### src/rtl/prefix_function_stream_unit_defines.svh
// Assertion helpers for the RTL files; pfs_back includes them.
// Both expect i_clk and i_rst_n in the enclosing module.
`ifndef PREFIX_FUNCTION_STREAM_UNIT_DEFINES_SVH
`define PREFIX_FUNCTION_STREAM_UNIT_DEFINES_SVH

// Same-cycle implication, disabled while reset is held.
`define PFS_ASSERT_NOW(lbl, ante, cons, msg) \
    lbl: assert property (@(posedge i_clk) disable iff (!i_rst_n) (ante) |-> (cons)) \
        else $error(msg);

// Next-cycle implication, disabled while reset is held.
`define PFS_ASSERT_NEXT(lbl, ante, cons, msg) \
    lbl: assert property (@(posedge i_clk) disable iff (!i_rst_n) (ante) |=> (cons)) \
        else $error(msg);

`endif

### src/rtl/pfs_pkg.sv
`default_nettype none

package pfs_pkg;

    typedef struct packed {
        logic [7:0] ch;
        logic       first;
    } t_in_word;

    typedef struct packed {
        logic [9:0] prefix_len;
        logic       overflow;
    } t_out_word;

    localparam int OUT_LEN_W = 10;

    typedef enum logic [1:0] {
        S_IDLE,
        S_BORDER,
        S_CMP
    } t_state;

endpackage

`default_nettype wire

### src/rtl/pfs_front.sv
`default_nettype none

module pfs_front
    import pfs_pkg::*;
#(
    parameter int DEPTH = 1024
) (
    input  wire logic                        i_clk,
    input  wire logic                        i_rst_n,
    input  wire logic                        push,
    output logic                             full,
    input  wire t_in_word                    i_word,
    input  wire logic                        i_q_full,
    output logic                             o_q_push,
    output logic [$clog2(DEPTH)+8:0]         o_q_data
);

    localparam int AW = $clog2(DEPTH);
    localparam int PW = $clog2(DEPTH + 1);

    logic [PW-1:0] r_pos;
    logic [PW-1:0] n_pos;
    logic [PW-1:0] w_pos_eff;
    logic          w_ovf;

    // start flag rewinds before the word is classified
    assign w_pos_eff = i_word.first ? '0 : r_pos;
    assign w_ovf     = (w_pos_eff == PW'(DEPTH));
    assign n_pos     = w_ovf ? w_pos_eff : w_pos_eff + 1'b1;

    assign full     = i_q_full;
    assign o_q_push = push && !i_q_full;
    assign o_q_data = {w_ovf, w_pos_eff[AW-1:0], i_word.ch};

    always_ff @(posedge i_clk) begin
        if (!i_rst_n) begin
            r_pos <= '0;
        end else if (o_q_push) begin
            r_pos <= n_pos;
        end
    end

endmodule

`default_nettype wire

### config.mk
export PLATFORM = sky130hd
export DESIGN_NAME = pfs_front
export DESIGN_NICKNAME = d
export VERILOG_FILES = /design/src/rtl/prefix_function_stream_unit_defines.svh /design/src/rtl/pfs_pkg.sv /design/src/rtl/pfs_front.sv
export SDC_FILE = /design/constraint.sdc
export NUM_CORES = 1
export LEC_CHECK = 0
export ABC_AREA = 0
export CORE_MARGIN = 1
export CORE_UTILIZATION = 50
export CTS_BUF_LIST = sky130_fd_sc_hd__clkbuf_16
export CTS_CLUSTER_SIZE = 28
export DETAILED_ROUTE_END_ITERATION = 8
export DONT_BUFFER_PORTS = 1
export PLACE_DENSITY_LB_ADDON = 0.05
export SYNTH_ARGS = -nofsm -noshare
export SYNTH_HDL_FRONTEND = slang
export SYNTH_SLANG_ARGS = --single-unit
export TNS_END_PERCENT = 100
### constraint.sdc
create_clock -name i_clk -period 2.1 [get_ports i_clk]
set_clock_uncertainty 0.15 [all_clocks]
set_input_delay 0 -clock i_clk [delete_from_list [all_inputs] [get_ports i_clk]]
set_output_delay 0 -clock i_clk [all_outputs]
set_load 0.02 [all_outputs]
; After elaboration in Yosys (flattened, before gate mapping)
; Cells that the tools add are included.
[totals]
word_cells = 7
input_bits = 13
out_inout_bits = 21
ff_bits = 11
[op_classes]
n_addsub = 1
n_eq_ne = 1
mux = 2
n_reduce_logical = 2
[op_table]
columns = op, n
row1 = $mux W11, 2
row2 = $add A11 B1 Y11 const B, 1
row3 = $eq A11 B11 Y1 const B, 1
row4 = $logic_and A1 B1 Y1, 1
row5 = $logic_not A1 Y1, 1

; Longest topological paths before layout
; Gate-level depths: netlist of the first run.
[depth]
word_depth = 3
depth_mapped = 6
depth_no_buf = 5

; Least setup slack after synthesis of the first run
; No wires, ideal clock.
[synth_timing]
kind = reg2reg
from = reg r_pos[1]
to = reg r_pos[10]
path_stages_with_launch = 7
arrival_time_ps = 1215
setup_slack_ps = 616
required_ps = 1830
path_buffers = 2
path_cell_list = dfxtp_1 buf_4 and4_1 buf_4 a41oi_1 o21a_1 o31a_1
[synth_between]
elab_chain_len = 3
elab_cells_between_ends = 4
cone_classes = add/sub (1) / eq/ne (1) / mux (2)
[synth_lines]
columns = element, line_no
row1 = "start, declared", pfs_front.sv:21  ; logic [PW-1:0] r_pos;
row2 = "start signal, assigned", pfs_front.sv:39  ; r_pos <= n_pos;
row3 = $mux W11 *, pfs_front.sv:27  ; assign w_pos_eff = i_word.first ? '0 : r_pos;
row4 = $add A11 B1 Y11 or $eq A11 B11 Y1 (tied branches), "pfs_front.sv:29, pfs_front.sv:28"
row5 = $mux W11 *, pfs_front.sv:29  ; assign n_pos = w_ovf ? w_pos_eff : w_pos_eff + 1'b1;
; Every way passes the cells marked *; elsewhere a longest branch is shown, timed or not.
; A chain may end at the register's enable or synchronous reset.

; Final worst setup path of the first run
[layout_timing]
from = reg r_pos[0]
to = reg r_pos[10]
; The elaborated chain is that of the path after synthesis.

==> flow_summary.toml, run 1 <==
[detailed_routing]
initialDrtViolationCount = 28
vias = 693
wl_per_cell_um = 15.7
vias_per_cell = 6.36
routed_wirelength_um = 1710
first_pass_iters = 4
drt.antenna.violating_nets = 0
route.detailed.drc = 0

[global_route]
global_route.overflow_total = 0
grtUsageTotal_pct = 23.4
grt_first_pass_wirelength_um = 2480
grt_antenna_before_repair = 0
largest_net_degree_at_the_start_of_global_routing = 16
number_of_global_route_vias_before_repair = 541

[critical_path]
cp_launch_type = "flop"
critical_path.slowest_cell = "dfxtp_1"
worst-path-buf-inv = 0
crit_path_max_incr_delay_ns = 0.48
cp_cell_sequence = "and4_1 -> a41oi_1 -> o21a_1 -> o31a_1"
worst-path-max-fanout = 11
path_class = "flop to flop"
cell_class_contributing_the_biggest_share_of_worst_path_delay = "compound AO/OA/AOI/OAI gates"
worst_setup_path_end_kind = "flop"
worstPathRequired_ns = 2.07
setup.reg_to_reg.worst_slack_ns = 0.36
worst_path_arrival_ns = 1.72

[job]
drv.max_cap_violation_count = 0

[timing]
worst_slack_ns = 0.356
report.final.slew_viol_count = 0
unrepaired_setup_endpoints_after_global_routing = "no"
timing.final.setup_violations = 0
timing.final.crit_period_ns = 1.74
timing.slew.headroom_pct = 66.5
finalSetupTns_ns = 0
period_share_pct = 83.1
timing_worst_slew_pin_value_ns = 0.501
max_clock_freq_ghz = 0.573
report.final.hold_viol_count = 0

[power]
power_per_cell_area_nw_per_um2 = 697
static-leakage-power_nw = 0.344
worst_vdd_drop_v = 0.000843

[clock_network]
path_clk_slew_ns = 0.04
cts_resized = 0
ctsHtreeMaxLevel = 1
cts_max_path_buffers = 2
numCtsBuffers = 3
cts.root.buffer_cell = "clkbuf_16"
cts_tree = "yes"
clock_sink_count = 11
worstSkewPairLatency_ns = 0.24

[yosys]
synth_top_area_share_pct = 28.6
synthTopCellsByCount = "buf_4, dfxtp_1, nor2b_1"
netlist_instances = 94
synthDistinctLibCells = 36
postSynthRegisterBits = 11
synthMostInstantiatedCell = "buf_4"
most_area_consuming_cells_after_synthesis = "dfxtp_1, buf_4, nor2b_1, and3b_1, nand4b_1"
post_synth_instance_area_um2 = 769
mean_instance_size_in_the_synthesized_netlist_um2 = 8.19
synth.yosys.seq_area_share_pct = 28.6
most_instantiated_flip_flop_cell_in_the_synthesis_netlist = "dfxtp_1"
synth-edff-count = 0
yosysWarnings = 0
synth_nets = 107
yosys.area.top_type = "dfxtp_1"
ys_async_sr_fraction_pct = 0

[worst_hold_path]
timing.hold.worst.class = "primary input to flop"

[layout]
final_nets = 108
post_route_cells_drive_above_1_share_pct = 5.32
largest_register_ff_count = 11
nFillCells = 124
n_antenna_cell = 0
layout-area-overhead-vs-synth_pct = 14.0
max_flop_register = "r_pos"
layout_top_registers = "r_pos: 11 flops"
final-instance-count-excl-fill = 109

[outcome]
status = "complete, no violations"

[floorplan]
die-area_um2 = 1700
ioPinCount = 34
chipHeight_um = 41.2
core_area_um2 = 1370
starting_density_of_the_core_pct = 56.3
rows = 13
floorplan.die.width_um = 41.2

[placement]
finalWeightedCongestion = 0.806
buffer_ports.inserted = 0
placed_instances = 94
dp_slack_ns = 0.368
dpl.hpwl_um = 1040
[routing by layer]
metal	track usage, %	wire length (µm)	up-vias	part of all wire, %
met1	27.4	731	316	43
met2	37.9	796	44	46
li1	-	-	331	-
met4	7.26	14	0	0.82
met3	10.3	171	2	10
met5	0	0	-	0
[cell type report]
type	instances	area, µm²	share of cell area (%)
sequential	11	220	25.1
inverter	2	7.51	0.856
clock buffer	3	75.1	8.56
tap	15	18.8	2.14
clock inverter	1	3.75	0.428
timing repair buffer	12	118	13.4
multi-input combinational	65	434	49.5
[worst min-delay path, cell delays in order]
cell and delay [ns]:
nand2b_2 0.10, o21ai_0 0.16, a21boi_0 0.07
[cell families (layout without fill, tap and decap cells)]
| family | after synthesis | after routing | synth area share [%] |
|---|---|---|---|
| flops | 11 | 11 | 28.6 |
| mux | 1 | 1 | 1.30 |
| buf+inv | 18 | 18 | 15.0 |
| simple gates | 44 | 44 | 37.1 |
| xor+xnor | 2 | 2 | 2.28 |
| compound gates | 18 | 18 | 15.8 |
[what timing repair did]
item	CTS	global route
endpoints found under the setup margin	0	0
hold buffers	11	0
setup buffers	0	0
endpoints found under the hold margin	30	0
[worst paths after layout]
path            start   endpoint  cells after the start
min              push   r_pos[5]                      3
max reg2reg  r_pos[0]  r_pos[10]                      4
max          r_pos[0]  r_pos[10]                      4
min reg2reg  r_pos[5]   r_pos[5]                      2
[where the power goes]
part | leakage [nW] | internal (mW) | switching [mW]
logic | 0.213 | 0.0229 | 0.0337
clock network | 0.0423 | 0.249 | 0.0897
registers | 0.0888 | 0.212 | 0.00406
total | 0.344 | 0.484 | 0.128
[cell usage in the layout, fill, tap and decap left out, types with 2 or more instances in the layout]
master and instances:
nand3_1 3, nand4b_1 3, inv_1 2, dlygate4sd3_1 11, clkbuf_16 3, a21oi_1 3
a21boi_0 2, and2_1 4, and3_1 2, nor4_1 3, xor2_1 2, and3b_1 3
o21ai_0 5, nand4_1 4, nand2_1 4, nor2b_1 10, dfxtp_1 11
[metrics by stage]
stage	cell area (µm²)	util, %	hold slack [ns]	power, mW
2_1_floorplan	769	-	-0.0374	0.267
3_3_place_gp	688	50.4	-0.150	0.240
3_5_place_dp	688	50.4	-0.150	0.240
4_1_cts	877	64.2	0.00131	0.618
5_1_grt	877	64.2	0.0368	0.636
6_report	877	64.2	0.000906	0.611
Power figures use the tool's default switching activity.
==> run 2, diff against run 1 <==
- ABC_AREA: 0 -> 1
- clock period: 2.1 -> 1.7 ns (I/O delays scaled with it)
==> run 2 against run 1 <==
Net effect: sequential power up 25%; total power rose by 29%; setup slack got worse by 0.18 ns; flip-flop and latch count unchanged; critical path depth increased by 4; non-clock buffer count up 4; clock power is 25% higher; clock-buffer cell count is the same; largest cell class unchanged.
==> flow_summary.toml, run 2 <==
[timing]
report.final.hold_viol_count = 0
timing.final.setup_violations = 0
timing.slew.headroom_pct = 75.0
period_share_pct = 89.7
timing.final.crit_period_ns = 1.52
report.final.slew_viol_count = 0
max_clock_freq_ghz = 0.656
unrepaired_setup_endpoints_after_global_routing = "no"
timing_worst_slew_pin_value_ns = 0.373
finalSetupTns_ns = 0

[layout]
layout_top_registers = "r_pos: 11 flops"
layout.cells.most_common = "nand2_1"
layout-area-overhead-vs-synth_pct = 17.7
final_nets = 157
post_route_cells_drive_above_1_share_pct = 9.09
mostFrequentLayoutCells = "nand2_1, inv_1, nor2_1"
utilization_pct = 64.3
final_cell_area_um2 = 980
n_antenna_cell = 0
max_flop_register = "r_pos"
largest_register_ff_count = 11

[global_route]
met3_usage_pct = 4.68
global_route.overflow_total = 0
grt_antenna_before_repair = 0
most_congested_layer_reported_by_global_routing = "met2"
number_of_global_route_vias_before_repair = 708
grt_first_pass_wirelength_um = 3110
globalRouteMet2Util_pct = 34.2
grt.met1_usage_pct = 31.6
grtUsageTotal_pct = 22.8
largest_net_degree_at_the_start_of_global_routing = 12

[power]
cellInternalPower_mw = 0.606
sw_frac_of_total_pct = 23.0
net-switching-power_mw = 0.181
worst_vdd_drop_v = 0.000603
share_seq_of_total_power_pct = 34.5
clock_power_share_pct = 53.9
static-leakage-power_nw = 0.508
power_per_cell_area_nw_per_um2 = 803
power.share.combinational_pct = 11.7

[yosys]
synth.yosys.seq_area_share_pct = 26.5
synth-edff-count = 0
netlist_instances = 136
most_area_consuming_cells_after_synthesis = "dfxtp_1, nand2_1, inv_1, nor2_1, buf_4"
post_synth_instance_area_um2 = 832
synth_nets = 149
most_instantiated_flip_flop_cell_in_the_synthesis_netlist = "dfxtp_1"
yosys.area.top_type = "dfxtp_1"
synth_top_area_share_pct = 26.5
ys_async_sr_fraction_pct = 0
synthMostInstantiatedCell = "nand2_1"
yosysWarnings = 0
synthTopCellsByCount = "nand2_1, inv_1, nor2_1"
mean_instance_size_in_the_synthesized_netlist_um2 = 6.12
postSynthRegisterBits = 11
synthDistinctLibCells = 22

[critical_path]
cp_common_cell = "nand2_1"
cell_class_contributing_the_biggest_share_of_worst_path_delay = "simple AND/OR/NAND/NOR gates"
critical_path.slowest_cell = "dlygate4sd3_1"
cp-startpoint = "i_q_full"
path_class = "primary input to flop"
cp_cell_sequence = "dlygate4sd3_1 -> nor2_4 -> nand2_1 -> nand2_1 -> inv_1 -> nand4_1 -> nand2_1 -> nor2_1"
worst_setup_path_end_kind = "flop"
crit_path_max_incr_delay_ns = 0.67
worst_path_arrival_ns = 1.55
worstPathRequired_ns = 1.72
cp_launch_type = "primary input"
worst-path-max-fanout = 7
worst-path-buf-inv = 2
timing.rr.start = "r_pos[1]"

[worst_hold_path]
timing.hold.worst.class = "primary input to flop"
hold_path.startpoint = "i_word[0]"

[clock_network]
clock_sink_count = 11
path_clk_slew_ns = 0.04
cts_max_path_buffers = 2
cts_tree = "yes"
ctsHtreeMaxLevel = 1
cts.root.buffer_cell = "clkbuf_16"
worstSkewPairLatency_ns = 0.24
numCtsBuffers = 3

[detailed_routing]
vias = 840
first_pass_iters = 4
route.detailed.drc = 0
wl_per_cell_um = 12.2
vias_per_cell = 5.28
drt.antenna.violating_nets = 0
initialDrtViolationCount = 31
routed_wirelength_um = 1950

[placement]
dpl.hpwl_um = 1390
placed_area_um2 = 776
buffer_ports.inserted = 0
finalWeightedCongestion = 0.851

[floorplan]
die-area_um2 = 1830
floorplan.die.width_um = 42.8
chipHeight_um = 42.8
starting_density_of_the_core_pct = 54.6
core_area_um2 = 1520
rows = 14
ioPinCount = 34

[outcome]
status = "complete, no violations"

[job]
drv.max_cap_violation_count = 0
## run 2: cell count changes in the layout (fill, tap and decap cells not counted), sizes merged, moves of 4 or more
cell / delta
and2: -4
nor2b: -10
nand3: +9
inv: +25
nand2: +29
nor2: +23
## run 2: cells by family after synthesis
group                     share of synthesized area (%)
and+or+nand+nor                                    38.9
buffers and inverters                              25.4
DFF                                                26.5
AOI/OAI and AO/OA                                  6.01
xor gates and xnor gates                           3.16
## run 2: path summary, 6_finish.rpt
path | endpoint | slack (ns) | cells past startpoint
worst min-delay path | r_pos[10] | 0.04 | 7
worst max-delay path | r_pos[7] | 0.18 | 8
worst max register to register | r_pos[5] | 0.28 | 6
worst min register to register | r_pos[0] | 0.34 | 2
## run 2: layer usage
metal	part of all wire (%)	wire [µm]
met5	0	0
met1	45	881
met3	9.5	185
met4	1.1	22
met2	44	858
## run 2: tightest hold or removal path, delay by kind of cell
family                 cells  cell delay, ns
buffers and inverters      2            0.09
and+or+nand+nor            5            0.30
## run 2: layout make-up
class	count	area (µm²)
clock buffer	3	75.1
clock inverter	1	3.75
fill	158	544
inverter	27	105
multi-input combinational	85	405
sequential	11	220
tap	16	20.0
timing repair buffer	16	150
## run 2: repair_timing
item,CTS,global route
gates resized for setup,0,1
endpoints found under the hold margin,22,0
buffers inserted,0,0
endpoints found under the setup margin,0,5
hold buffers,12,0
## run 2: through the flow
stage | cells | setup slack [ns] | hold WS (ns) | power, mW
final | 159 | 0.175 | 0.0385 | 0.787
after global routing | 159 | 0.0410 | 0.0640 | 0.810
after CTS | 159 | 0.0820 | 0.0391 | 0.789
after detailed placement | 143 | 0.296 | -0.150 | 0.324
after global placement | 143 | 0.316 | -0.150 | 0.323
after floorplan | 136 | 0.218 | -0.0374 | 0.353
## run 2: power groups by stage
stage,Sequential (mW),Combinational (mW),Clock (mW)
floorplan,0.274,0.0792,0
global placement,0.275,0.0478,0
detailed placement,0.275,0.0489,0
CTS,0.271,0.0901,0.428
global route,0.271,0.0987,0.440
finish,0.271,0.0918,0.424
==> run 3, diff against run 2 <==
- ABC_AREA: 1 -> not set
- SKIP_LAST_GASP: not set -> 1
==> run 3 against run 2 <==
Net effect: routed wire length is 7.9% lower; register-to-register slack worse by 0.15 ns; combinational power is 17% lower; die area is 7.2% lower; critical path type is now flop to flop; critical endpoint is now r_pos[10]; highest routed layer unchanged.
==> flow_summary.toml, run 3 (synthesis gave the netlist of run 1 again) <==
[critical_path]
cp_launch_type = "flop"
timing.rr.start = "r_pos[0]"
worst_setup_path_end_kind = "flop"
worstPathRequired_ns = 1.68
cell_class_contributing_the_biggest_share_of_worst_path_delay = "compound AO/OA/AOI/OAI gates"
worst-path-max-fanout = 7
crit_path_max_incr_delay_ns = 0.40
path_class = "flop to flop"
worst-path-buf-inv = 0
worst_path_arrival_ns = 1.55
setup.reg_to_reg.worst_slack_ns = 0.13
cp-startpoint = "r_pos[0]"
critical_path.slowest_cell = "dfxtp_1"
cp_cell_sequence = "and4_1 -> a41oi_1 -> o21a_1 -> o31a_1"

[floorplan]
starting_density_of_the_core_pct = 56.3
core_area_um2 = 1370
rows = 13
chipHeight_um = 41.2
ioPinCount = 34
die-area_um2 = 1700
floorplan.die.width_um = 41.2

[power]
share_seq_of_total_power_pct = 34.5
worst_vdd_drop_v = 0.000526
totalPowerFinal_mw = 0.765
net-switching-power_mw = 0.164
power.share.combinational_pct = 10.0
sw_frac_of_total_pct = 21.5
clock_power_share_pct = 55.5
power_per_cell_area_nw_per_um2 = 823
cellInternalPower_mw = 0.601
static-leakage-power_nw = 0.382

[timing]
timing.final.crit_period_ns = 1.57
timing.slew.headroom_pct = 66.8
finalSetupTns_ns = 0
timing.final.setup_violations = 0
max_clock_freq_ghz = 0.637
report.final.hold_viol_count = 0
period_share_pct = 92.4
timing_worst_slew_pin_value_ns = 0.496
unrepaired_setup_endpoints_after_global_routing = "no"
report.final.slew_viol_count = 0

[clock_network]
cts.root.buffer_cell = "clkbuf_16"
cts_resized = 0
cts_max_path_buffers = 2
cts_tree = "yes"
clock_sink_count = 11
worstSkewPairLatency_ns = 0.24
ctsHtreeMaxLevel = 1
numCtsBuffers = 3
path_clk_slew_ns = 0.04

[detailed_routing]
vias_per_cell = 6.17
routed_wirelength_um = 1790
drt.antenna.violating_nets = 0
vias = 716
route.detailed.drc = 0
first_pass_iters = 4
wl_per_cell_um = 15.5
initialDrtViolationCount = 27

[placement]
buffer_ports.inserted = 0
finalWeightedCongestion = 0.792
placed_area_um2 = 741
dpl.hpwl_um = 1180

[global_route]
grt_first_pass_wirelength_um = 2560
largest_net_degree_at_the_start_of_global_routing = 16
global_route.overflow_total = 0
grt_antenna_before_repair = 0
number_of_global_route_vias_before_repair = 574
grtUsageTotal_pct = 24.1

[layout]
layout_top_registers = "r_pos: 11 flops"
max_flop_register = "r_pos"
utilization_pct = 68.0
n_antenna_cell = 0
final_nets = 115
largest_register_ff_count = 11
layout-area-overhead-vs-synth_pct = 20.8
nFillCells = 123
mostFrequentLayoutCells = "dlygate4sd3_1, dfxtp_1, nor2b_1"
final_cell_area_um2 = 930
post_route_cells_drive_above_1_share_pct = 11.9

[worst_hold_path]
timing.hold.worst.class = "primary input to flop"
hold_path.startpoint = "i_word[0]"

[job]
drv.max_cap_violation_count = 0

[outcome]
status = "complete, no violations"
run 3: path summary, 6_finish.rpt:
path	to	cells after the start
worst max-delay path	r_pos[10]	4
worst min-delay path	r_pos[3]	4
worst max register to register	r_pos[10]	4
worst min register to register	r_pos[4]	2
run 3: metrics by stage:
step	worst slack [ns]	hold slack [ns]	std cells
2_1_floorplan	0.216	-0.0374	94
3_3_place_gp	0.189	-0.150	101
3_5_place_dp	0.146	-0.150	101
4_1_cts	0.140	0.0107	116
5_1_grt	0.0211	0.0357	116
6_report	0.129	0.00302	116
run 3: timing repair:
action / CTS / global route
buffers inserted: 0 / 0
hold endpoints to repair: 29 / 0
hold buffers: 11 / 0
run 3: power by group through the flow:
| stage | Clock, mW | Combinational, mW | Sequential [mW] |
|---|---|---|---|
| finish | 0.425 | 0.0761 | 0.264 |
| global route | 0.442 | 0.0824 | 0.264 |
| CTS | 0.428 | 0.0760 | 0.264 |
| detailed placement | 0 | 0.0318 | 0.268 |
| global placement | 0 | 0.0319 | 0.268 |
| floorplan | 0 | 0.0640 | 0.266 |
run 3: per-layer routing:
metal  vias up  share of wire (%)  global-route usage (%)  routed length, µm
met5         -                  0                       0                  0
met4         0                2.3                    13.7                 42
met1       327                 44                    27.1                785
met3         6                8.2                    10.3                147
li1        348                  -                       -                  -
met2        35                 46                    37.5                819
run 3: layout make-up:
type / instances / area (µm²) / area share [%]
Inverter: 2 / 7.51 / 0.808
Timing Repair Buffer: 19 / 170 / 18.3
Tap cell: 15 / 18.8 / 2.02
Clock buffer: 3 / 75.1 / 8.08
Multi-Input combinational cell: 65 / 434 / 46.7
Sequential cell: 11 / 220 / 23.7
Clock inverter: 1 / 3.75 / 0.404
run 3: worst register-to-register path, cell delays in order (launching register included):
cell     delay (ns)
dfxtp_1        0.40
and4_1         0.35
a41oi_1        0.15
o21a_1         0.18
o31a_1         0.22
