===== src/rtl/prefix_function_stream_unit_defines.svh =====
// Assertion helpers for the RTL files; pfs_back includes them.
// Both expect i_clk and i_rst_n in the enclosing module.
`ifndef PREFIX_FUNCTION_STREAM_UNIT_DEFINES_SVH
`define PREFIX_FUNCTION_STREAM_UNIT_DEFINES_SVH

// Same-cycle implication, disabled while reset is held.
`define PFS_ASSERT_NOW(lbl, ante, cons, msg) \
    lbl: assert property (@(posedge i_clk) disable iff (!i_rst_n) (ante) |-> (cons)) \
        else $error(msg);

// Next-cycle implication, disabled while reset is held.
`define PFS_ASSERT_NEXT(lbl, ante, cons, msg) \
    lbl: assert property (@(posedge i_clk) disable iff (!i_rst_n) (ante) |=> (cons)) \
        else $error(msg);

`endif


===== src/rtl/pfs_pkg.sv =====
`default_nettype none

package pfs_pkg;

    typedef struct packed {
        logic [7:0] ch;
        logic       first;
    } t_in_word;

    typedef struct packed {
        logic [9:0] prefix_len;
        logic       overflow;
    } t_out_word;

    localparam int OUT_LEN_W = 10;

    typedef enum logic [1:0] {
        S_IDLE,
        S_BORDER,
        S_CMP
    } t_state;

endpackage

`default_nettype wire


===== src/rtl/pfs_queue.sv =====
`default_nettype none

module pfs_queue
    import pfs_pkg::*;
#(
    parameter int W = 19
) (
    input  wire logic         i_clk,
    input  wire logic         i_rst_n,
    input  wire logic         i_push,
    input  wire logic [W-1:0] i_data,
    output logic              o_full,
    input  wire logic         i_pop,
    output logic              o_valid,
    output logic [W-1:0]      o_data
);

    logic [W-1:0] r_mem [2];
    logic         r_wp;
    logic         r_rp;
    logic [1:0]   r_cnt;
    logic         w_wr;
    logic         w_rd;

    assign o_full  = (r_cnt == 2'd2);
    assign o_valid = (r_cnt != 2'd0);
    assign o_data  = r_mem[r_rp];
    assign w_wr    = i_push && !o_full;
    assign w_rd    = i_pop && o_valid;

    always_ff @(posedge i_clk) begin
        if (!i_rst_n) begin
            r_wp  <= 1'b0;
            r_rp  <= 1'b0;
            r_cnt <= 2'd0;
        end else begin
            if (w_wr) begin
                r_wp <= ~r_wp;
            end
            if (w_rd) begin
                r_rp <= ~r_rp;
            end
            if (w_wr && !w_rd) begin
                r_cnt <= r_cnt + 2'd1;
            end else if (w_rd && !w_wr) begin
                r_cnt <= r_cnt - 2'd1;
            end
        end
    end

    always_ff @(posedge i_clk) begin
        if (w_wr) begin
            r_mem[r_wp] <= i_data;
        end
    end

endmodule

`default_nettype wire


===== config.mk =====
export PLATFORM = sky130hd
export DESIGN_NAME = pfs_queue
export DESIGN_NICKNAME = d
export VERILOG_FILES = /design/src/rtl/prefix_function_stream_unit_defines.svh /design/src/rtl/pfs_pkg.sv /design/src/rtl/pfs_queue.sv
export SDC_FILE = /design/constraint.sdc
export NUM_CORES = 1
export LEC_CHECK = 0
export BUFFER_PORTS_ARGS = -buffer_cell sky130_fd_sc_hd__clkbuf_2
export CAP_MARGIN = 20
export CORE_MARGIN = 4
export CORE_UTILIZATION = 50
export CTS_CLUSTER_SIZE = 10
export DETAILED_ROUTE_END_ITERATION = 6
export MAX_ROUTING_LAYER = met4
export PLACE_DENSITY = 0.77
export SLEW_MARGIN = 40
export SYNTH_ARGS = -nofsm -noshare
export SYNTH_HDL_FRONTEND = slang
export SYNTH_SLANG_ARGS = --single-unit
export TNS_END_PERCENT = 50

===== constraint.sdc =====
create_clock -name i_clk -period 2.1 [get_ports i_clk]
set_input_delay 0.21 -clock i_clk [delete_from_list [all_inputs] [get_ports i_clk]]
set_output_delay 0.21 -clock i_clk [all_outputs]
set_load 0.05 [all_outputs]

# After elaboration in Yosys (flattened, before gate mapping)
# Memory sizes are Yosys's and may differ from the RTL's. A register that Yosys moved wholly into a read port is not among the register bits.
# Index checks and enable logic that the tools add are counted.
word_totals:
  romBits: 0
  input_bits: 23
  n_memories: 1
  latch_bits: 0
  elab_cells: 24
  ram_bits: 38
  register_bits: 4
  out_inout_bits: 21
mem_list:
  columns: ["name", "depth", "word_bits", "read_ports", "rd_clocked_by_memory_dff", "write_ports", "line", "rtl"]
  rows:
  - ["r_mem", 2, 19, 1, 1, 1, "pfs_queue.sv:18", "logic [W-1:0] r_mem [2];"]
classes:
  bitwise_logic: 2
  n_lt_le_gt_ge: 0
  reduce_logical: 9
  multipliers: 0
  addsub: 2
  n_mux: 6
  div: 0
  n_shift: 0
  eq_ne: 1
op_table:
  columns: ["operator", "n"]
  rows:
  - ["$logic_and 1x1->1", 4]
  - ["$mux 1", 4]
  - ["$mux 2", 2]
  - ["$reduce_bool 2->1", 2]
  - ["$logic_not 1->1", 3]
  - ["$add 2x1->2 const B", 1]
  - ["$eq 2x2->1 const B", 1]
  - ["$not 1->1", 2]
  - ["$sub 2x1->2 const B", 1]

# Depth between registers and ports, before layout
# Gate-level depths: netlist of run 1.
logic_depth:
  ltp_word: 7
  mapped_depth: 7
  ltp_nobuf: 7

# Least setup slack after synthesis of run 1
# Ideal clock, no wire load.
synth_timing:
  path_type: "reg-to-reg"
  startpoint: "reg r_cnt[0]"
  endpoint: "mem r_mem[0][0], enable pin"
  slack_ns: 0.211
  setup_ns: 0.394
  arrival_ns: 1.496
  required_ns: 1.706
  stages_incl_launch_ff: 4
  n_path_buf: 0
  period_less_slack_ns: 1.889
  path_cell_list: "dfxtp_1 nand2b_1 inv_2 nor3_2"
synth_between:
  elab_chain_len: 5
synth_rtl:
  columns: ["element", "line", "rtl"]
  rows:
  - ["start: declaration", "pfs_queue.sv:21", "logic [1:0] r_cnt;"]
  - ["start signal: assignment", "pfs_queue.sv:44", "r_cnt <= r_cnt + 2'd1;"]
  - ["start signal: assignment", "pfs_queue.sv:46", "r_cnt <= r_cnt - 2'd1;"]
  - ["$eq 2x2->1", "pfs_queue.sv:25", "assign o_full = (r_cnt == 2'd2);"]
  - ["via o_full", "pfs_queue.sv:12", "output logic o_full,"]
  - ["$logic_not 1->1", "pfs_queue.sv:28", "assign w_wr = i_push && !o_full;"]
  - ["$logic_and 1x1->1", "pfs_queue.sv:28", null]
  - ["$mux 1", "pfs_queue.sv:52", "if (w_wr) begin"]
  - ["$mux 1 (implied by the code)", "pfs_queue.sv:53", "r_mem[r_wp] <= i_data;"]
  - ["end: declaration", "pfs_queue.sv:18", null]
# The timed path passes the listed nets, and every way through them passes these cells.

==> results.md, run 1 <==
- The run finished with clean final reports.
- The achievable frequency is 544 MHz.
- The total cell area at the placement stage is 1910 µm².
- The synthesized instance count is 84.
- The number of nets in the synthesized netlist is 108.
- The worst reg-to-reg setup slack is 0.51 ns.
- The placeable core region is 3050 µm².
- The row count is 20.
- The initial antenna violation count came to 0.
- The number of max-capacitance violations reported is 0.
- The first TritonRoute pass finished after 4 iterations.
- The count of input and output buffers is 43.
- The horizontal die dimension is 64.6 µm.
- By area the synthesized netlist is led by sky130_fd_sc_hd__edfxtp_1, sky130_fd_sc_hd__mux2_2, sky130_fd_sc_hd__dfxtp_1.
- Setup violations remaining at the end of the flow were counted as 0.
- The critical path capture point type is an output pin.
- The clock root buffer is sky130_fd_sc_hd__clkbuf_4.
- The number of primary I/O pins is 44.
- For hold timing, the worst endpoint is r_mem[0][8].
- The launch point of the worst hold path is i_data[8].
- The power per standard cell area is 1420 nW/µm².
- The critical path class is flip-flop to output pin.
- The worst endpoint required time is 1.89 ns.
- The post-synthesis to final-layout area growth is 25.1%.
- The detail route stage leaves a number of antenna-violating nets equal to 0.
- The post-layout minimum cycle time is 1.84 ns.
- The floorplan step defined a die boundary enclosing 4180 µm².
- For the final database, setup skew stands at 0.0134 ns.
- The wire length of the first global-routing pass is 4.34 mm.
- The clock passes through at most 2 buffers.
- The share of the synthesized area in the top cell type is 0.711.
- The critical path launch point type is a flip-flop.
- After clock tree synthesis, the clock-pin slew on the worst setup and hold paths is 0.12 ns.
- The yosys synthesis warning count is 0.
- At the worst endpoint, the arrival time is 1.63 ns.
- The worst-case reg-to-reg path depth is 6.
- The hold buffer count at cts is 0.
- The final critical-path share of the clock period is 0.875.
- The detailed router finished its first iteration with 26 violations.
- The flop and latch count out of synthesis is 43.
- In this run the worst path has a maximum fanout of 16.
- The via count is 889.
- The repair_antennas step left the layout with diodes totalling 0.
- In the final routed layout, each cell accounts on average for 14.1 µm.
- The leading area contributor after synthesis is sky130_fd_sc_hd__edfxtp_1.
- The transition time of the tightest slew-check pin is 0.436 ns.
- In this run the vertical extent of the chip is 64.6 µm.
- In the routed design, unresolved DRC markers number 0.
- The detailed-placement wirelength estimate is 1.95 mm.
- Summed over all layers, the routed wires come to 2.57 mm.
- The final global-route overflow total is 0.
- The total global routing track utilization is 0.146.
- The cell area after layout is 2010 µm².
- The insertion delay of the later-clocked pin in the worst-skew pair is 0.33 ns.
- Counting instances, the worst hold path has a depth of 1.
- The kind of path behind the tightest hold check is input port to flip-flop.
- The capture point of the worst reg-to-reg path is r_cnt[1].
- In this run, post-CTS repair resized a total of 0 instances.
- The post-detailed-route via-to-cell ratio is 4.88.
- The share of the Yosys chip area taken by registers is 0.774.
- Setup repair after global routing left no endpoint under its margin.
- Entering global routing, the biggest net connects 17 pins.
- Counting every sink on the clock net gives 43.
- The worst pin sits at a relative slew slack of 0.708.
- In the final timing run, aggregate negative setup slack is 0 ns.
- The number of placed instances, taps included, is 174.
- In this run, distinct cell masters in the synthesized netlist total 22.
- The count of final hold-check violations was 0.
- The congestion estimate from routability-driven global placement came to 0.709.
- The worst slack on hold paths is 0.0561 ns.
- The fraction of layout cells with a size suffix above 1 is 0.558.
- For this run, the post-layout net count is 161.
- The post-synthesis cell area is 1600 µm².
- The initial utilization of the core area, before any placement, comes to 0.525.
- VDD sags by at most 0.000954 V.
- In this run the critical register-to-register path is launched from r_cnt[0].
- The static leakage is 0.788 nW.
- In this run the mean area of a mapped cell was 19.1 µm².
- The number of clock buffers inserted by TritonCTS is 5.
- The TritonCTS clock tree is yes.
- The via count of the first global-routing pass is 938.
- Buffers added to address setup during post-CTS repair amount to 0.
- The post-layout instance count excluding filler cells is 182.
- The H-tree generated during clock tree synthesis spans 2 levels.
- The number of slew-limit violations in the final report is 0.
==> worst max-delay path: stages (launching register included) <==
cell,delay (ns)
sky130_fd_sc_hd__dfxtp_1,0.42
sky130_fd_sc_hd__buf_4,0.27
sky130_fd_sc_hd__mux2_2,0.37
sky130_fd_sc_hd__clkbuf_2,0.24
==> layout make-up <==
type / count / area [µm²]
Timing Repair Buffer: 48 / 253
Clock inverter: 2 / 60.1
Inverter: 2 / 7.51
Clock buffer: 6 / 41.3
Fill cell: 235 / 1050
Sequential cell: 43 / 1240
Multi-Input combinational cell: 37 / 349
Tap cell: 44 / 55.1
==> stage by stage <==
stage / util / power (mW) / setup WS [ns]
final: 0.657 / 2.84 / 0.262
after detailed placement: 0.624 / 2.26 / 0.529
after CTS: 0.657 / 2.87 / 0.232
after global routing: 0.657 / 2.99 / 0.169
after floorplan: - / 2.01 / 0.211
after global placement: 0.624 / 2.24 / 0.605
==> where the power goes <==
part / total, mW / switching [mW] / internal, mW
Clock: 0.613 / 0.242 / 0.372
Sequential: 1.13 / 0.0548 / 1.08
Combinational: 1.09 / 0.760 / 0.335
Total: 2.84 / 1.06 / 1.79
==> cell usage in the layout (no fill, tap or decap), types with 2 or more instances in the layout <==
cell                        instances
sky130_fd_sc_hd__bufinv_16          2
sky130_fd_sc_hd__and2_1             3
sky130_fd_sc_hd__clkbuf_2          43
sky130_fd_sc_hd__xnor2_1            2
sky130_fd_sc_hd__dfxtp_1            5
sky130_fd_sc_hd__edfxtp_1          38
sky130_fd_sc_hd__mux2_2            19
sky130_fd_sc_hd__buf_4              5
sky130_fd_sc_hd__clkbuf_4           5
==> synth_stat cells (all sizes together) <==
cell / count
inv: 2
edfxtp: 38
or3: 1
xnor2: 2
nor2: 1
mux2: 19
ha: 1
and2: 3
a21boi: 2
dfxtp: 5
or2: 1
nor3: 1
buf: 2
o21ai: 2
and3: 1
o21a: 1
nand2b: 1
xor2: 1
==> kinds of logic after synthesis <==
group	share of synthesized area
AO/OA/AOI/OAI	0.0203
XOR/XNOR	0.0164
adder cells (fa/ha/maj)	0.00780
buffers and inverters	0.0125
flip-flops	0.774
multiplexers	0.133
AND/OR/NAND/NOR	0.0359
==> state kept, by name (all words and copies together) (netlist names), named ones only <==
register,cells
r_wp,1
r_mem,38
r_rp,1
r_cnt,2
==> layer usage <==
layer / track usage / wire (µm)
met1: 0.169 / 1030
met2: 0.237 / 1330
met3: 0.0520 / 198
met4: 0.0475 / 21
met5: - / 0
==> how the worst max path moves through the flow <==
stage | startpoint | endpoint
after floorplan | r_cnt[0] | r_mem[0][0]
after global placement | r_cnt[0] | r_mem[0][8]
after detailed placement | r_cnt[0] | r_cnt[1]
after CTS | flip-flop | o_data[1]
after global routing | flip-flop | o_data[1]
final | flip-flop | o_data[1]
No activity file was read; power rests on OpenSTA's default activity.
==> inputs of run 2 (changes only) <==
--- a/config.mk
+++ b/config.mk
@@ -13,6 +13,7 @@
 export DETAILED_ROUTE_END_ITERATION = 6
 export MAX_ROUTING_LAYER = met4
 export PLACE_DENSITY = 0.77
+export REMOVE_ABC_BUFFERS = 1
 export SLEW_MARGIN = 40
 export SYNTH_ARGS = -nofsm -noshare
 export SYNTH_HDL_FRONTEND = slang
==> run 2 against run 1 <==
  * Power fell by 9.4%
  * Wire length is 4.1% lower
  * Critical path type unchanged
  * Register-to-register slack lost 0.04 ns
  * Maximum frequency rose by 5.6%
  * Clock skew fell by 0.010 ns
==> results.md, run 2 (synthesis results as in run 1) <==
- In the finished design, the share of the clock period the worst path needs comes to 0.829.
- The via count of the first global-routing pass was 896.
- Entering global routing, the biggest net connects 20 pins.
- The largest register by flop count is r_mem.
- The insertion delay of the later-clocked pin in the worst-skew pair is 0.34 ns.
- The leading cell type in the layout, fill and taps excluded is sky130_fd_sc_hd__clkbuf_2.
- The detail-routed net length per standard cell is 13.7 µm.
- The number of clock buffers inserted by TritonCTS is 5.
- The setup violation total in the final timing report is 0.
- The initial antenna violation count is 0.
- Summing all non-filler instances in the final layout gives an area of 1940 µm².
- Max-cap violations in this run came to 0.
- The total cell area at the placement stage is 1890 µm².
- The critical path class is flip-flop to output pin.
- The final estimated routing congestion in global placement is 0.653.
- The detailed router finished its first iteration with 25 violations.
- TritonCTS built the clock tree.
- The number of hold buffers added after CTS was 0.
- The number of levels in the clock H-tree is 2.
- The number of design rule violations left after detail routing is 0.
- For this run, the number of standard cells in the final layout without fillers is 180.
- After legalization and detailed placement, the total HPWL measured 1.75 mm.
- The sum of routed wire length over all layers is 2.47 mm.
- The library cells used most frequently in the layout, excluding fill and tap cells, are sky130_fd_sc_hd__clkbuf_2, sky130_fd_sc_hd__edfxtp_1, sky130_fd_sc_hd__mux2_2.
- Setup repair after global routing left no endpoint under its margin.
- The die is 64.6 µm tall.
- Static timing analysis puts the maximum clock frequency at 575 MHz.
- The fraction of layout cells with a size suffix above 1 is 0.544.
- The critical path capture point type is an output pin.
- 44 I/O pins were placed.
- The post-detailed-route via-to-cell ratio is 4.82.
- The run finished with clean final reports.
- The number of buffers inserted to repair setup after CTS is 0.
- The number of sinks on the clock net is 43.
- After filler insertion, the fill cell instance count of the layout stands at 251.
- The initial utilization of the core area, before any placement, comes to 0.525.
- The floorplan has 20 rows.
- The kind of path behind the tightest hold check is input port to flip-flop.
- The transition time of the tightest slew-check pin is 0.280 ns.
- 0 antenna diodes ended up in the layout.
- The largest registers in the layout are r_mem x38, r_cnt x2.
- The count of final hold-check violations is 0.
- The number of placed instances, taps included, is 172.
- Headroom to the max-slew limit came out at 0.814.
- The number of antenna-violating nets in the routed design is 0.
- Along the worst path, the maximum fanout reaches 19.
- Relative to the synthesized area, the layout overhead comes to 21.0%.
- CTS placed an instance of sky130_fd_sc_hd__clkbuf_4 at the clock tree root.
- The power consumption is 2.58 mW.
- The register with the most flip-flops in the layout has 38 of them.
- The die covers 4180 µm².
- The largest vdd supply drop is 0.000590 V.
- The first global-routing pass estimated 4.13 mm of wire.
- The setup TNS is 0 ns.
- The clock transition at the register clock pins on the worst setup and hold paths after CTS is 0.11 ns.
- At the end of the flow, the number of nets in the layout was 159.
- STA classifies the critical path startpoint as a flip-flop.
- Measured on the finished design, the core utilization comes to 0.636.
- The clock period could shrink to 1.74 ns.
- Once the clock tree was built, the resizer swapped 0 gates to a different size.
- The worst register-to-register path begins at r_cnt[0].
- The die is 64.6 µm wide.
- For the worst setup path, the data arrival time is 1.53 ns.
- The region available for standard cell placement spans 3050 µm².
- The power per standard cell area is 1330 nW/µm².
- The final global-route overflow total is 0.
- The number of optimization iterations in the first detailed-route pass is 4.
- In this run the deepest clock path goes through 2 buffers.
- Across the routed clock network, the largest skew measured is 0.00312 ns.
- The launch point of the worst hold path is i_data[0].
- The worst endpoint required time is 1.89 ns.
- The number of slew-limit violations in the final report is 0.
- The via count is 867.
- The count of input and output buffers is 43.
- The total global routing track utilization is 0.141.
- The analysis attributes to cell leakage a power of 0.755 nW.
-- run 2: changes by cell type in the layout (fill, tap and decap cells not counted) --
| cell | delta |
|---|---|
| sky130_fd_sc_hd__clkbuf_1 | +1 |
| sky130_fd_sc_hd__buf_4 | -2 |
| sky130_fd_sc_hd__clkinv_2 | +1 |
| sky130_fd_sc_hd__bufinv_16 | -2 |
-- run 2: path summary, 6_finish.rpt --
path | to | slack [ns] | cells past startpoint
max reg2reg | r_cnt[1] | 0.47 | 6
min reg2reg | r_cnt[1] | 0.53 | 2
max | o_data[4] | 0.36 | 3
min | r_mem[0][0] | 0.06 | 1
-- run 2: critical path, stage by stage (launching register included) --
cell and delay [ns]:
sky130_fd_sc_hd__dfxtp_1 0.32, sky130_fd_sc_hd__buf_4 0.26, sky130_fd_sc_hd__mux2_2 0.38, sky130_fd_sc_hd__clkbuf_2 0.24
-- run 2: metrics by stage --
step	hold WS, ns	setup WS, ns
after floorplan	0.309	0.211
after global placement	0.399	0.626
after detailed placement	0.403	0.489
after CTS	0.0316	0.323
after global routing	0.0183	0.254
final	0.0557	0.360
-- run 2: power by group --
part / switching (mW) / internal (mW)
Sequential: 0.0469 / 1.08
Clock: 0.230 / 0.131
Combinational: 0.763 / 0.326
-- run 2: final cells by class --
| type | instances | area [µm²] | share of cell area |
|---|---|---|---|
| clock buffer | 7 | 45.0 | 0.0232 |
| clock inverter | 1 | 5.00 | 0.00258 |
| inverter | 2 | 7.51 | 0.00387 |
| multi-input combinational | 37 | 349 | 0.180 |
| sequential | 43 | 1240 | 0.640 |
| tap | 44 | 55.1 | 0.0284 |
| timing repair buffer | 46 | 238 | 0.123 |
-- run 2: routing by layer --
layer  wire [µm]  GRT usage  up-vias  part of all wire
li1            -          -      424                 -
met1         967      0.156      409              0.39
met2        1310      0.229       30              0.53
met3         150     0.0555        4             0.061
met4          38     0.0554        0             0.015
met5           0          -        -                 0
==> inputs of run 3 (changes only) <==
==> constraint.sdc (replaced) <==
create_clock -name i_clk -period 1.8 [get_ports i_clk]
set_input_delay 0.18 -clock i_clk [delete_from_list [all_inputs] [get_ports i_clk]]
set_output_delay 0.18 -clock i_clk [all_outputs]
set_load 0.05 [all_outputs]
==> run 3 against run 2 <==
  * Final area is 5.9% higher
  * Die area stayed put
  * Largest cell class unchanged
  * Via count is 2.4% higher
  * Cell count is 5.6% higher
  * Critical path depth stayed put
==> results.md, run 3 (synthesis results as in run 1) <==
- The kind of path behind the tightest hold check is input port to flip-flop.
- The critical path goes through buf_6, mux2_2, clkbuf_2.
- The via count is 888.
- The initial utilization of the core area, before any placement, comes to 0.525.
- The worst slew margin relative to its limit is 0.813.
- The placeable core region is 3050 µm².
- The static leakage is 0.799 nW.
- The cell count after placement is 172.
- The first global-routing pass estimated 4.17 mm of wire.
- The setup TNS is 0 ns.
- The clock transition at the register clock pins on the worst setup and hold paths after CTS is 0.11 ns.
- The number of slew-limit violations in the final report is 0.
- By startpoint and endpoint, the worst setup path is classified as flip-flop to output pin.
- The worst stage delay on the critical path is 0.36 ns.
- Based on the critical path, the design can be clocked at up to 600 MHz.
- The number of inserted diodes is 0.
- The number of filler instances in the final layout is 227.
- The number of levels in the clock H-tree is 2.
- The run finished with clean final reports.
- Setup repair after global routing left no endpoint under its margin.
- The largest registers in the layout are r_mem x38, r_cnt x2.
- STA classifies the critical path startpoint as a flip-flop.
- On the final layout, the worst clock skew is 0.00885 ns.
- The final estimated routing congestion in global placement is 0.659.
- For the worst setup path, the data arrival time is 1.49 ns.
- After the flow finishes, the layout carries non-filler instances totaling 190.
- After detailed routing, the number of vias per cell comes to 4.67.
- Measured along the y axis, the die boundary spans 64.6 µm.
- The number of antenna-violating nets in the routed design is 0.
- The number of sinks on the clock net is 43.
- The worst setup path is captured at an output pin.
- At the pin with the least slew margin, the transition time is 0.282 ns.
- The number of clock buffers inserted by TritonCTS is 5.
- The die covers 4180 µm².
- The count of buffers added on input and output ports is 43.
- The number of design rule violations left after detail routing is 0.
- Counting along the longest clock path gives a buffer depth of 2.
- The cell at the slowest stage of the critical path is sky130_fd_sc_hd__mux2_2.
- The via count of the first global-routing pass came to 900.
- Across every metal layer, demand over resource in global routing totals 0.144.
- In the final routed layout, each cell accounts on average for 13.5 µm.
- In this run the worst path has a maximum fanout of 19.
- The register with the most flip-flops in the layout has 38 of them.
- TritonCTS built the clock tree.
- The power per standard cell area is 1480 nW/µm².
- For this run, the post-layout net count is 169.
- The number of buffers inserted to repair setup after CTS is 0.
- The placement-stage worst setup slack is 0.230 ns.
- The final critical-path share of the clock period is 0.926.
- The final layout contains routed wiring with a total length of 2.57 mm.
- The pre-antenna-repair detailed-routing pass consisted of 4 iterations.
- The insertion delay of the later-clocked pin in the worst-skew pair is 0.34 ns.
- The setup violation total in the final timing report is 0.
- The final worst slack is 0.133 ns.
- CTS placed an instance of sky130_fd_sc_hd__clkbuf_4 at the clock tree root.
- The total cell area at the placement stage is 1900 µm².
- At the end of the flow the core is filled with cells to 0.673.
- The cell area after layout is 2060 µm².
- r_mem holds more flip-flops than any other register.
- The initial antenna violation count is 0.
- The fraction of layout cells with a size suffix above 1 is 0.500.
- The die is 64.6 µm wide.
- The library cell used most frequently in the layout, excluding fill and tap cells, is sky130_fd_sc_hd__clkbuf_2.
- The count of final hold-check violations was 0.
- The floorplan has 20 rows.
- The HPWL after detailed placement is 1.72 mm.
- Entering global routing, the biggest net connects 20 pins.
- The clock period could shrink to 1.67 ns.
- The number of DRC violations after detailed-routing iteration 0 is 17.
- The post-synthesis to final-layout area growth is 28.2%.
- The final global-route overflow total is 0.
- The worst endpoint required time is 1.62 ns.
- In the layout the commonest cells are sky130_fd_sc_hd__clkbuf_2, sky130_fd_sc_hd__edfxtp_1, sky130_fd_sc_hd__mux2_2.
- Max-cap violations in this run came to 0.
- The largest vdd supply drop is 0.000933 V.
- 44 I/O pins were placed.
[run 3: metal layers]
metal  global-route usage  wire length, µm  vias up
li1                     -                -      442
met1                0.149              936      411
met2                0.240             1390       28
met3               0.0555              184        7
met4               0.0712               55        0
met5                    -                0        -
[run 3: layout make-up]
type	instances	area [µm²]	share of cell area
multi-input cells	37	349	0.170
repair buffers	56	354	0.172
clock buffers	8	48.8	0.0237
flip-flops and latches	43	1240	0.604
inverters	2	7.51	0.00365
well taps	44	55.1	0.0268
[run 3: final timing paths]
kind / start / endpoint / slack (ns) / cells past startpoint
max: flip-flop / o_data[7] / 0.13 / 3
min: i_data[9] / r_mem[0][9] / 0.02 / 1
max reg2reg: r_cnt[0] / r_cnt[1] / 0.20 / 6
min reg2reg: r_cnt[1] / r_cnt[1] / 0.52 / 2
[run 3: critical path: cells and delay by family, from the launching register on]
family	cells	cell delay (ns)
buf+inv	2	0.44
mux	1	0.36
flops	1	0.34
[run 3: stage by stage]
step | hold slack, ns | total power, mW
6_report | 0.0220 | 3.05
5_1_grt | 0.000502 | 3.21
4_1_cts | 0.000298 | 3.08
3_5_place_dp | 0.375 | 2.64
3_3_place_gp | 0.369 | 2.61
2_1_floorplan | 0.279 | 2.33
[run 3: repair_timing]
action | in CTS | in global routing
gates resized for setup | 0 | 1
hold buffers | 7 | 3
endpoints found under the hold margin | 13 | 5
setup endpoints to repair | 0 | 2
[run 3: report_power, final]
group	internal, mW	switching, mW	total (mW)
clock	0.156	0.269	0.425
combinational	0.416	0.894	1.31
sequential	1.26	0.0551	1.31
